File: config.mk
export PLATFORM = sky130hd
export DESIGN_NAME = one_at_a_time_string_hash_core
export DESIGN_NICKNAME = d
export VERILOG_FILES = /design/src/hw/rtl/oaat_pkg.sv /design/src/hw/rtl/oaat_finish.sv /design/src/hw/rtl/one_at_a_time_string_hash_core.sv
export SDC_FILE = /design/constraint.sdc
export NUM_CORES = 1
export LEC_CHECK = 0
export BUFFER_PORTS_ARGS = -buffer_cell sky130_fd_sc_hd__buf_2
export CORE_ASPECT_RATIO = 1.2
export CORE_UTILIZATION = 40
export CTS_BUF_LIST = sky130_fd_sc_hd__clkbuf_8
export DETAILED_ROUTE_END_ITERATION = 16
export PLACE_DENSITY = 0.67
export SLEW_MARGIN = 20
export SYNTH_ARGS = -nofsm -noshare
export SYNTH_HDL_FRONTEND = slang
export SYNTH_SLANG_ARGS = --single-unit
File: constraint.sdc
create_clock -name clk -period 8.66 [get_ports clk]
set_input_delay 1.732 -clock clk [delete_from_list [all_inputs] [get_ports clk]]
set_output_delay 1.732 -clock clk [all_outputs]
set_load 0.02 [all_outputs]
File: src/hw/rtl/oaat_pkg.sv
// ----------------------------------------------------------------------------
// oaat_pkg
// shared constants for the one-at-a-time string hash core
// ----------------------------------------------------------------------------
package oaat_pkg;

  // fixed field widths
  localparam int unsigned ELEM_BITS  = 32;
  localparam int unsigned LEN_BITS   = 32;
  localparam int unsigned HASH_BITS  = 60;
  localparam int unsigned CFG_IDX_BITS  = 2;
  localparam int unsigned CFG_DATA_BITS = 32;

  // configuration register indexes
  localparam logic [CFG_IDX_BITS-1:0] REG_LIMIT_MODE     = 2'd0;
  localparam logic [CFG_IDX_BITS-1:0] REG_EXPLICIT_LIMIT = 2'd1;
  localparam logic [CFG_IDX_BITS-1:0] REG_ELEMENT_KIND   = 2'd2;

  // limit mode codes, the unused code acts as the default limit
  localparam logic [1:0] MODE_DEFAULT  = 2'd0;
  localparam logic [1:0] MODE_WHOLE    = 2'd1;
  localparam logic [1:0] MODE_EXPLICIT = 2'd2;

  // element kind codes
  localparam logic KIND_CHAR = 1'b0;
  localparam logic KIND_BYTE = 1'b1;

  // input tuser bit positions
  localparam int unsigned USER_FIRST       = 0;
  localparam int unsigned USER_HAS_ELEMENT = 1;

endpackage

File: src/hw/rtl/oaat_finish.sv
// ----------------------------------------------------------------------------
// oaat_finish
// final avalanche and output register of the hash core
// ----------------------------------------------------------------------------
module oaat_finish #(
  parameter int unsigned WORD_BITS = 64
) (
  input  logic                           clk,
  input  logic                           rst_n,
  input  logic                           raw_valid,
  output logic                           raw_ready,
  input  logic [WORD_BITS-1:0]           raw_word,
  output logic                           out_tvalid,
  input  logic                           out_tready,
  output logic [oaat_pkg::HASH_BITS-1:0] digest
);

  logic                           out_valid_r;
  logic                           out_valid_nxt;
  logic [oaat_pkg::HASH_BITS-1:0] hash_r;
  logic [oaat_pkg::HASH_BITS-1:0] hash_nxt;

  logic [WORD_BITS-1:0] h1;
  logic [WORD_BITS-1:0] h2;
  logic [WORD_BITS-1:0] h3;

  // avalanche: shift-add, shift-xor, shift-add, top four bits dropped
  always_comb begin
    h1 = raw_word + (raw_word << 3);
    h2 = h1 ^ (h1 >> 11);
    h3 = h2 + (h2 << 15);
    hash_nxt = oaat_pkg::HASH_BITS'(h3[WORD_BITS-5:0]);
  end

  assign raw_ready = !out_valid_r || out_tready;

  always_comb begin
    out_valid_nxt = out_valid_r;
    if (raw_ready) begin
      out_valid_nxt = raw_valid;
    end
  end

  always_ff @(posedge clk) begin
    if (!rst_n) begin
      out_valid_r <= 1'b0;
    end else begin
      out_valid_r <= out_valid_nxt;
    end
  end

  always_ff @(posedge clk) begin
    if (raw_valid && raw_ready) begin
      hash_r <= hash_nxt;
    end
  end

  assign out_tvalid = out_valid_r;
  assign digest     = hash_r;

endmodule

File: src/hw/rtl/one_at_a_time_string_hash_core.sv
// ----------------------------------------------------------------------------
// one_at_a_time_string_hash_core
// streamed one-at-a-time hash over characters or bytes, length seeded
// ----------------------------------------------------------------------------
// throughput: one element transfer per cycle unless the captured word is stuck
// behind the output, set by the combinational mix loop on the accumulator register
// result path: the last transfer captures the word in raw_r, which then passes
// through the avalanche into the finish output register that drives out_tvalid
// reset: synchronous active-low rst_n clears configuration, state and valids
module one_at_a_time_string_hash_core #(
  parameter int unsigned WORD_BITS  = 64,
  parameter int unsigned CHAR_LIMIT = 64,
  parameter int unsigned BYTE_LIMIT = 256
) (
  input  logic                               clk,
  input  logic                               rst_n,
  // configuration write port
  input  logic                               cfg_we,
  input  logic [oaat_pkg::CFG_IDX_BITS-1:0]  cfg_index,
  input  logic [oaat_pkg::CFG_DATA_BITS-1:0] cfg_wdata,
  // input stream
  input  logic                               in_tvalid,
  output logic                               in_tready,
  input  logic [63:0]                        in_tdata,   // element, total_length
  input  logic [1:0]                         in_tuser,   // first, has_element
  input  logic                               in_tlast,   // last
  // result stream
  output logic                               out_tvalid,
  input  logic                               out_tready,
  output logic [63:0]                        out_tdata   // digest, zero fill
);

  localparam int unsigned LB = oaat_pkg::LEN_BITS;

  // configuration registers
  logic [1:0]    limit_mode_r;
  logic [LB-1:0] explicit_limit_r;
  logic          element_kind_r;

  // string state
  logic [WORD_BITS-1:0] acc_r;
  logic [WORD_BITS-1:0] acc_nxt;
  logic [LB-1:0]        cnt_r;
  logic [LB-1:0]        cnt_nxt;
  logic [LB-1:0]        lim_r;
  logic [LB-1:0]        lim_nxt;

  // captured pre-avalanche word for the finish stage
  logic                 raw_valid_r;
  logic                 raw_valid_nxt;
  logic [WORD_BITS-1:0] raw_r;
  logic                 raw_ready;

  logic [oaat_pkg::HASH_BITS-1:0] digest;

  // unpacked input fields
  logic [oaat_pkg::ELEM_BITS-1:0] element;
  logic [LB-1:0]                  total_length;
  logic                           first;
  logic                           has_element;
  logic                           in_xfer;

  assign element      = in_tdata[31:0];
  assign total_length = in_tdata[63:32];
  assign first        = in_tuser[oaat_pkg::USER_FIRST];
  assign has_element  = in_tuser[oaat_pkg::USER_HAS_ELEMENT];

  // a new element is taken unless the captured word is stuck behind the output
  assign in_tready = !raw_valid_r || raw_ready;
  assign in_xfer   = in_tvalid && in_tready;

  // configuration writes, unknown indexes are dropped
  always_ff @(posedge clk) begin
    if (!rst_n) begin
      limit_mode_r     <= oaat_pkg::MODE_DEFAULT;
      explicit_limit_r <= '0;
      element_kind_r   <= oaat_pkg::KIND_CHAR;
    end else if (cfg_we) begin
      case (cfg_index)
        oaat_pkg::REG_LIMIT_MODE:     limit_mode_r     <= cfg_wdata[1:0];
        oaat_pkg::REG_EXPLICIT_LIMIT: explicit_limit_r <= cfg_wdata[LB-1:0];
        oaat_pkg::REG_ELEMENT_KIND:   element_kind_r   <= cfg_wdata[0];
        default: ;
      endcase
    end
  end

  logic [LB-1:0]        mode_limit;
  logic [LB-1:0]        acc_lim;
  logic [LB-1:0]        base_cnt;
  logic [WORD_BITS-1:0] base_acc;
  logic [oaat_pkg::ELEM_BITS-1:0] char_code;
  logic [WORD_BITS-1:0] m1;
  logic [WORD_BITS-1:0] m2;
  logic                 do_mix;

  // limit chosen from the registers current on the first item
  always_comb begin
    case (limit_mode_r)
      oaat_pkg::MODE_WHOLE:    mode_limit = total_length;
      oaat_pkg::MODE_EXPLICIT: mode_limit = explicit_limit_r;
      default: begin
        if (element_kind_r == oaat_pkg::KIND_BYTE) begin
          mode_limit = LB'(BYTE_LIMIT);
        end else begin
          mode_limit = LB'(CHAR_LIMIT);
        end
      end
    endcase
  end

  // first item reseeds the word with the length and restarts the count
  always_comb begin
    if (first) begin
      acc_lim  = (total_length < mode_limit) ? total_length : mode_limit;
      base_cnt = '0;
      base_acc = WORD_BITS'(total_length);
    end else begin
      acc_lim  = lim_r;
      base_cnt = cnt_r;
      base_acc = acc_r;
    end
  end

  // byte kind keeps only the low byte, checked on every item
  assign char_code = (element_kind_r == oaat_pkg::KIND_BYTE) ?
                     {24'd0, element[7:0]} : element;
  assign do_mix = has_element && (base_cnt < acc_lim);

  // one mix step: add, shift-add, shift-xor
  always_comb begin
    m1 = base_acc + WORD_BITS'(char_code);
    m2 = m1 + (m1 << 10);
    if (do_mix) begin
      acc_nxt = m2 ^ (m2 >> 6);
      cnt_nxt = base_cnt + LB'(1);
    end else begin
      acc_nxt = base_acc;
      cnt_nxt = base_cnt;
    end
    lim_nxt = acc_lim;
  end

  always_ff @(posedge clk) begin
    if (!rst_n) begin
      acc_r <= '0;
      cnt_r <= '0;
      lim_r <= '0;
    end else if (in_xfer) begin
      acc_r <= acc_nxt;
      cnt_r <= cnt_nxt;
      lim_r <= lim_nxt;
    end
  end

  // the last transfer hands the word to the finish stage
  always_comb begin
    raw_valid_nxt = raw_valid_r;
    if (in_xfer && in_tlast) begin
      raw_valid_nxt = 1'b1;
    end else if (raw_ready) begin
      raw_valid_nxt = 1'b0;
    end
  end

  always_ff @(posedge clk) begin
    if (!rst_n) begin
      raw_valid_r <= 1'b0;
    end else begin
      raw_valid_r <= raw_valid_nxt;
    end
  end

  always_ff @(posedge clk) begin
    if (in_xfer && in_tlast) begin
      raw_r <= acc_nxt;
    end
  end

  oaat_finish #(
    .WORD_BITS (WORD_BITS)
  ) u_finish (
    .clk        (clk),
    .rst_n      (rst_n),
    .raw_valid  (raw_valid_r),
    .raw_ready  (raw_ready),
    .raw_word   (raw_r),
    .out_tvalid (out_tvalid),
    .out_tready (out_tready),
    .digest     (digest)
  );

  assign out_tdata = {4'd0, digest};

`ifndef SYNTHESIS
  // count never runs past the latched limit
  a_cnt_bound: assert property (@(posedge clk) disable iff (!rst_n)
    cnt_r <= lim_r)
    else $error("mixed count exceeds active limit");

  // a last transfer always lands in the finish stage
  a_last_captured: assert property (@(posedge clk) disable iff (!rst_n)
    (in_xfer && in_tlast) |=> raw_valid_r)
    else $error("last transfer not captured");

  // items without last never create a result
  a_no_spurious: assert property (@(posedge clk) disable iff (!rst_n)
    (!raw_valid_r && !(in_xfer && in_tlast)) |=> !raw_valid_r)
    else $error("spurious captured word");

  // a stalled captured word holds until the output frees
  a_raw_hold: assert property (@(posedge clk) disable iff (!rst_n)
    (raw_valid_r && !raw_ready) |=> (raw_valid_r && $stable(raw_r)))
    else $error("captured word lost while stalled");
`endif

endmodule
== Word level (Yosys, flattened, before mapping) ==
Index checks and enable logic that the tools add are counted.

* $add $sub $neg: 5
* Magnitude comparators: 2
* Equal/unequal tests: 4
* Muxes and demuxes: 11
* Bitwise logic cells: 2
* Reductions and logical operators: 13

{| class="wikitable"
|+ Operators with widths
! cell !! number
|-
| 32-bit 2-to-1 mux || 5
|-
| 64-bit adder || 2
|-
| 64-bit 2-to-1 mux || 2
|-
| 64-bit by 32-bit adder with 64-bit output || 1
|-
| 32-bit less-than comparator || 2
|-
| 32-bit one-hot mux with 2 select lines || 1
|-
| 64-bit by 58-bit XOR with 64-bit output || 1
|-
| 60-bit adder || 1
|-
| 60-bit by 53-bit XOR with 60-bit output || 1
|-
| 32-bit by 1-bit adder with 32-bit output, second input constant || 1
|-
| 9-bit 2-to-1 mux || 1
|-
| 2-bit AND reduction || 3
|-
| 2-bit by 1-bit == test with 1-bit output, second input constant || 2
|-
| 2-bit == test, second input constant || 2
|-
| 1-bit logical AND || 4
|-
| 1-bit logical NOT || 2
|-
| 2-bit logical NOT || 1
|-
| 1-bit logical OR || 2
|-
| 1-bit 2-to-1 mux || 2
|-
| 2-bit nonzero test || 1
|}

* Register bits: 289
* Input port bits: 106
* Word-level logic and storage cells: 47

== Longest topological paths before layout ==
* Word-level depth: 8
* Gate-level depth with buffers: 31

== Cells and area by module ==
Synthesis repeated with hierarchy kept, for this count alone.

* Cells, all modules: 3292
* Area, all modules: 26980.9 um2

{| class="wikitable"
|+ By module, submodules not included
! module !! instances !! cells an instance !! area each (um2) !! sequential area each (um2)
|-
| one_at_a_time_string_hash_core || 1 || 2343 || 18800.5 || 5205.0
|-
| oaat_finish || 1 || 949 || 8180.3 || 1821.7
|}

== Worst setup path after synthesis ==
OpenSTA, ideal clock, no wires.

* Path kind: input port to flip-flop
* Start point: input port in_tuser[0]
* End point: register raw_r[53], data pin
* Library setup time: 253 ps
* Arrival time: 7885 ps
* Slack: 523 ps
* Stages on the path: 30
* Path buffers: 6
* Cell sequence: clkbuf_1 clkbuf_1 buf_1 buf_2 mux2i_1 inv_1 ha_1 nor2b_1 o21ai_1 a21boi_1 o21ai_1 a211oi_2 o2111ai_1 a211oi_2 o21bai_2 buf_2 nor3b_1 mux2i_1 ha_1 clkbuf_2 o21a_1 o21ai_0 a32oi_1 or3_4 o2111a_1 or2_4 a31oi_1 xnor3_1 nand2_1 nand2_1

* Word-level cells in the longest chain between the ends: 5

{| class="wikitable"
|+ RTL lines
! what !! RTL line !! RTL
|-
| start, declared || one_at_a_time_string_hash_core.sv:25 || <nowiki>input logic [1:0] in_tuser,</nowiki>
|-
| 64-bit 2-to-1 mux || one_at_a_time_string_hash_core.sv:114 || <nowiki>if (first) begin</nowiki>
|-
| 64-bit by 32-bit adder with 64-bit output || one_at_a_time_string_hash_core.sv:132 || <nowiki>m1 = base_acc + WORD_BITS'(char_code);</nowiki>
|-
| 64-bit adder || one_at_a_time_string_hash_core.sv:133 || <nowiki>m2 = m1 + (m1 << 10);</nowiki>
|-
| 64-bit by 58-bit XOR with 64-bit output || one_at_a_time_string_hash_core.sv:135 || <nowiki>acc_nxt = m2 ^ (m2 >> 6);</nowiki>
|-
| 64-bit 2-to-1 mux (*) || one_at_a_time_string_hash_core.sv:134 || <nowiki>if (do_mix) begin</nowiki>
|-
| net acc_nxt[53] || one_at_a_time_string_hash_core.sv:42 || <nowiki>logic [WORD_BITS-1:0] acc_nxt;</nowiki>
|-
| end signal, assigned || one_at_a_time_string_hash_core.sv:176 || <nowiki>raw_r <= acc_nxt;</nowiki>
|-
| end, declared || one_at_a_time_string_hash_core.sv:51 || <nowiki>logic [WORD_BITS-1:0] raw_r;</nowiki>
|}

Mark *: on every way through the listed nets, which the timed path passes. The rest lies on a longest branch.
A chain may end at the register's enable or synchronous reset.

== Worst setup path after layout ==
* Start point: input port in_tuser[0]
* End point: register raw_r[57], data pin

The elaborated chain is that of the path after synthesis.

==> qor.txt <==
Routed WL per cell - 19.0 um
Worst-path clk slew - 60 ps
number of synthesized flops with an enable pin - 124
top_reg_cell synth - dfxtp_1
Post-DP HPWL - 63,300 um
IO Port Bufs - 167
Crit path buffers/inverters - 2
Ports - 172
synth unique cells - 100
most frequent cells in the layout - a21oi_1 (335), nand2_1 (324), nor2_1 (287)
setup TNS - 0 ps
achievable frequency - 128 MHz
router iterations before antenna repair - 7
Overflow after GRT - 0
clk sinks - 289
cts repair resizes - 0
main area contributors after synthesis - edfxtp_1 (14%), dfxtp_1 (12%), ha_1 (12%)
clk buf depth - 3
skew final - 67.5 ps
1st-iter DRT viols - 1,924
Skew-Pair Late Insertion Delay - 680 ps
layout cell share with drive strength beyond 1 - 0.125
DR vias/cell - 5.80
# hold bufs at CTS - 0
status - complete, no violations
fin crit share - 0.903
DRC Markers - 0
H-tree lvl count - 2
Crit Path Class - input port to register
vias in the first global route - 22,931
TritonCTS clock tree - yes
Placed Instance Area - 0.0280 sq mm
worst hold start - acc_r[12]
root buf cell - clkbuf_8
RSZ-0062 raised after global routing - no
Setup Buffers After CTS - 0
r2r startpoint - limit_mode_r[0]
Cells after Synth - 3,234
Worst Tran Pin Value - 970 ps
Worst Setup Start Kind - input port
nets - 3,700
top-area cell type share of the netlist area - 0.141
Die H - 284 um
max-cap viol count - 0
Die W - 237 um
CP startpoint - in_tuser[0]
row count - 102
Fin. Hold Viols - 0
Slew Limit Fails - 0
Yosys top cell by area - edfxtp_1
Post-Syn Area - 0.0265 sq mm
CP max FO - 24
area grow syn2layout - 9.77%
global-route wire length before repair - 126,000 um
most common cell after layout, fill and taps aside - a21oi_1
Avg Inst Size Synth - 8.19 sq um
CP peak stage delay - 570 ps
antenna violations before repair - 3
Worst setup EP type - register
pin count of the biggest net entering global routing - 81
Final GP Congestion - 0.950
Vias - 24,415
fraction of registers with async set/reset - 0
min Tclk post-route - 7820 ps
#FFs+latches synth - 289
synthesis warning total - 0
final setup fails - 0
Seq/Total Area, Yosys - 0.265
HP Class - register to register
relative max-transition margin - 0.352
Total GRT Usage - 0.231
post-detailed-routing wire length - 80,000 um
delay-heaviest family, CP - compound AO/OA/AOI/OAI gates
Slowest cell on crit path - a211oi_2
Arr. time, crit path - 8160 ps
remaining antenna violation count after routing - 0
Initial Util - 0.408
most numerous cell on the critical path - o21ai_1
Final Instance Area - 0.0291 sq mm
CP required - 9000 ps
die area - 0.0672 sq mm
Core Region - 0.0650 sq mm
TritonCTS buffer count - 48
tightest hold or removal path, cell delays in order, from the launching register on:
cell and delay (ps):
dfxtp_1 310, nand2_1 50, a21oi_1 50
logic make-up after synthesis:
logic type | count (synthesis) | synth area share
fa+ha+maj | 258 | 0.123
flops | 289 | 0.265
compound gates | 977 | 0.240
mux | 83 | 0.0340
buf+inv | 231 | 0.0353
simple gates | 1090 | 0.197
other cells | 1 | 0.000142
xor+xnor | 305 | 0.105
synthesized netlist by cell type (all sizes together), types with 29 or more instances:
library cell / n
mux2: 56
a211oi: 70
and3: 43
xnor2: 166
dfxtp: 165
inv: 75
o21ai: 166
nand2: 325
buf: 32
or2: 39
clkbuf: 123
nand3: 87
a22oi: 41
xor2: 132
o21bai: 34
nor3: 49
edfxtp: 124
a21o: 104
a21oi: 339
ha: 254
nor2: 288
nor2b: 92
nand2b: 29
nand4: 52
o21a: 41
final timing paths:
kind | cells after the start | slack, ps | to
worst max-delay path | 26 | 840 | raw_r[57]
worst max register to register | 27 | 1030 | acc_r[57]
worst min-delay path | 2 | 450 | acc_r[12]
worst min register to register | 2 | 450 | acc_r[12]
per-layer routing:
layer / vias up / GRT usage / wire length, um
met5: - / 0 / 13
met3: 159 / 0.0268 / 4770
met1: 11408 / 0.306 / 35600
met4: 2 / 0.0847 / 2620
li1: 12019 / - / -
met2: 827 / 0.384 / 37000
state kept, by name (all words and copies together), names as in the netlist:
register             cells
explicit_limit_r        32
raw_valid_r              1
acc_r                   64
u_finish.digest         60
element_kind_r           1
raw_r                   64
limit_mode_r             2
u_finish.out_tvalid      1
lim_r                   32
cnt_r                   32
metrics by stage:
step                      setup WS [ps]  hold WS, ps  instances   util
after floorplan                     523          429       3237      -
after detailed placement            332          441       4117  0.432
after CTS                           960          456       4205  0.447
final                               838          454       4208  0.447
after global placement              439          436       4117  0.432
after global routing                343          477       4208  0.447
cell type report:
type | instances | area [sq um]
Sequential cell | 289 | 7030
Inverter | 76 | 288
Multi-Input combinational cell | 2717 | 18600
Antenna cell | 2 | 5.00
Clock buffer | 51 | 702
Fill cell | 6493 | 35900
Timing Repair Buffer | 204 | 1140
Clock inverter | 37 | 287
Tap cell | 832 | 1040
Power is left out: the tool's default activity adds up to more than one toggle a clock period on the data nets, which glitch-free logic cannot reach.
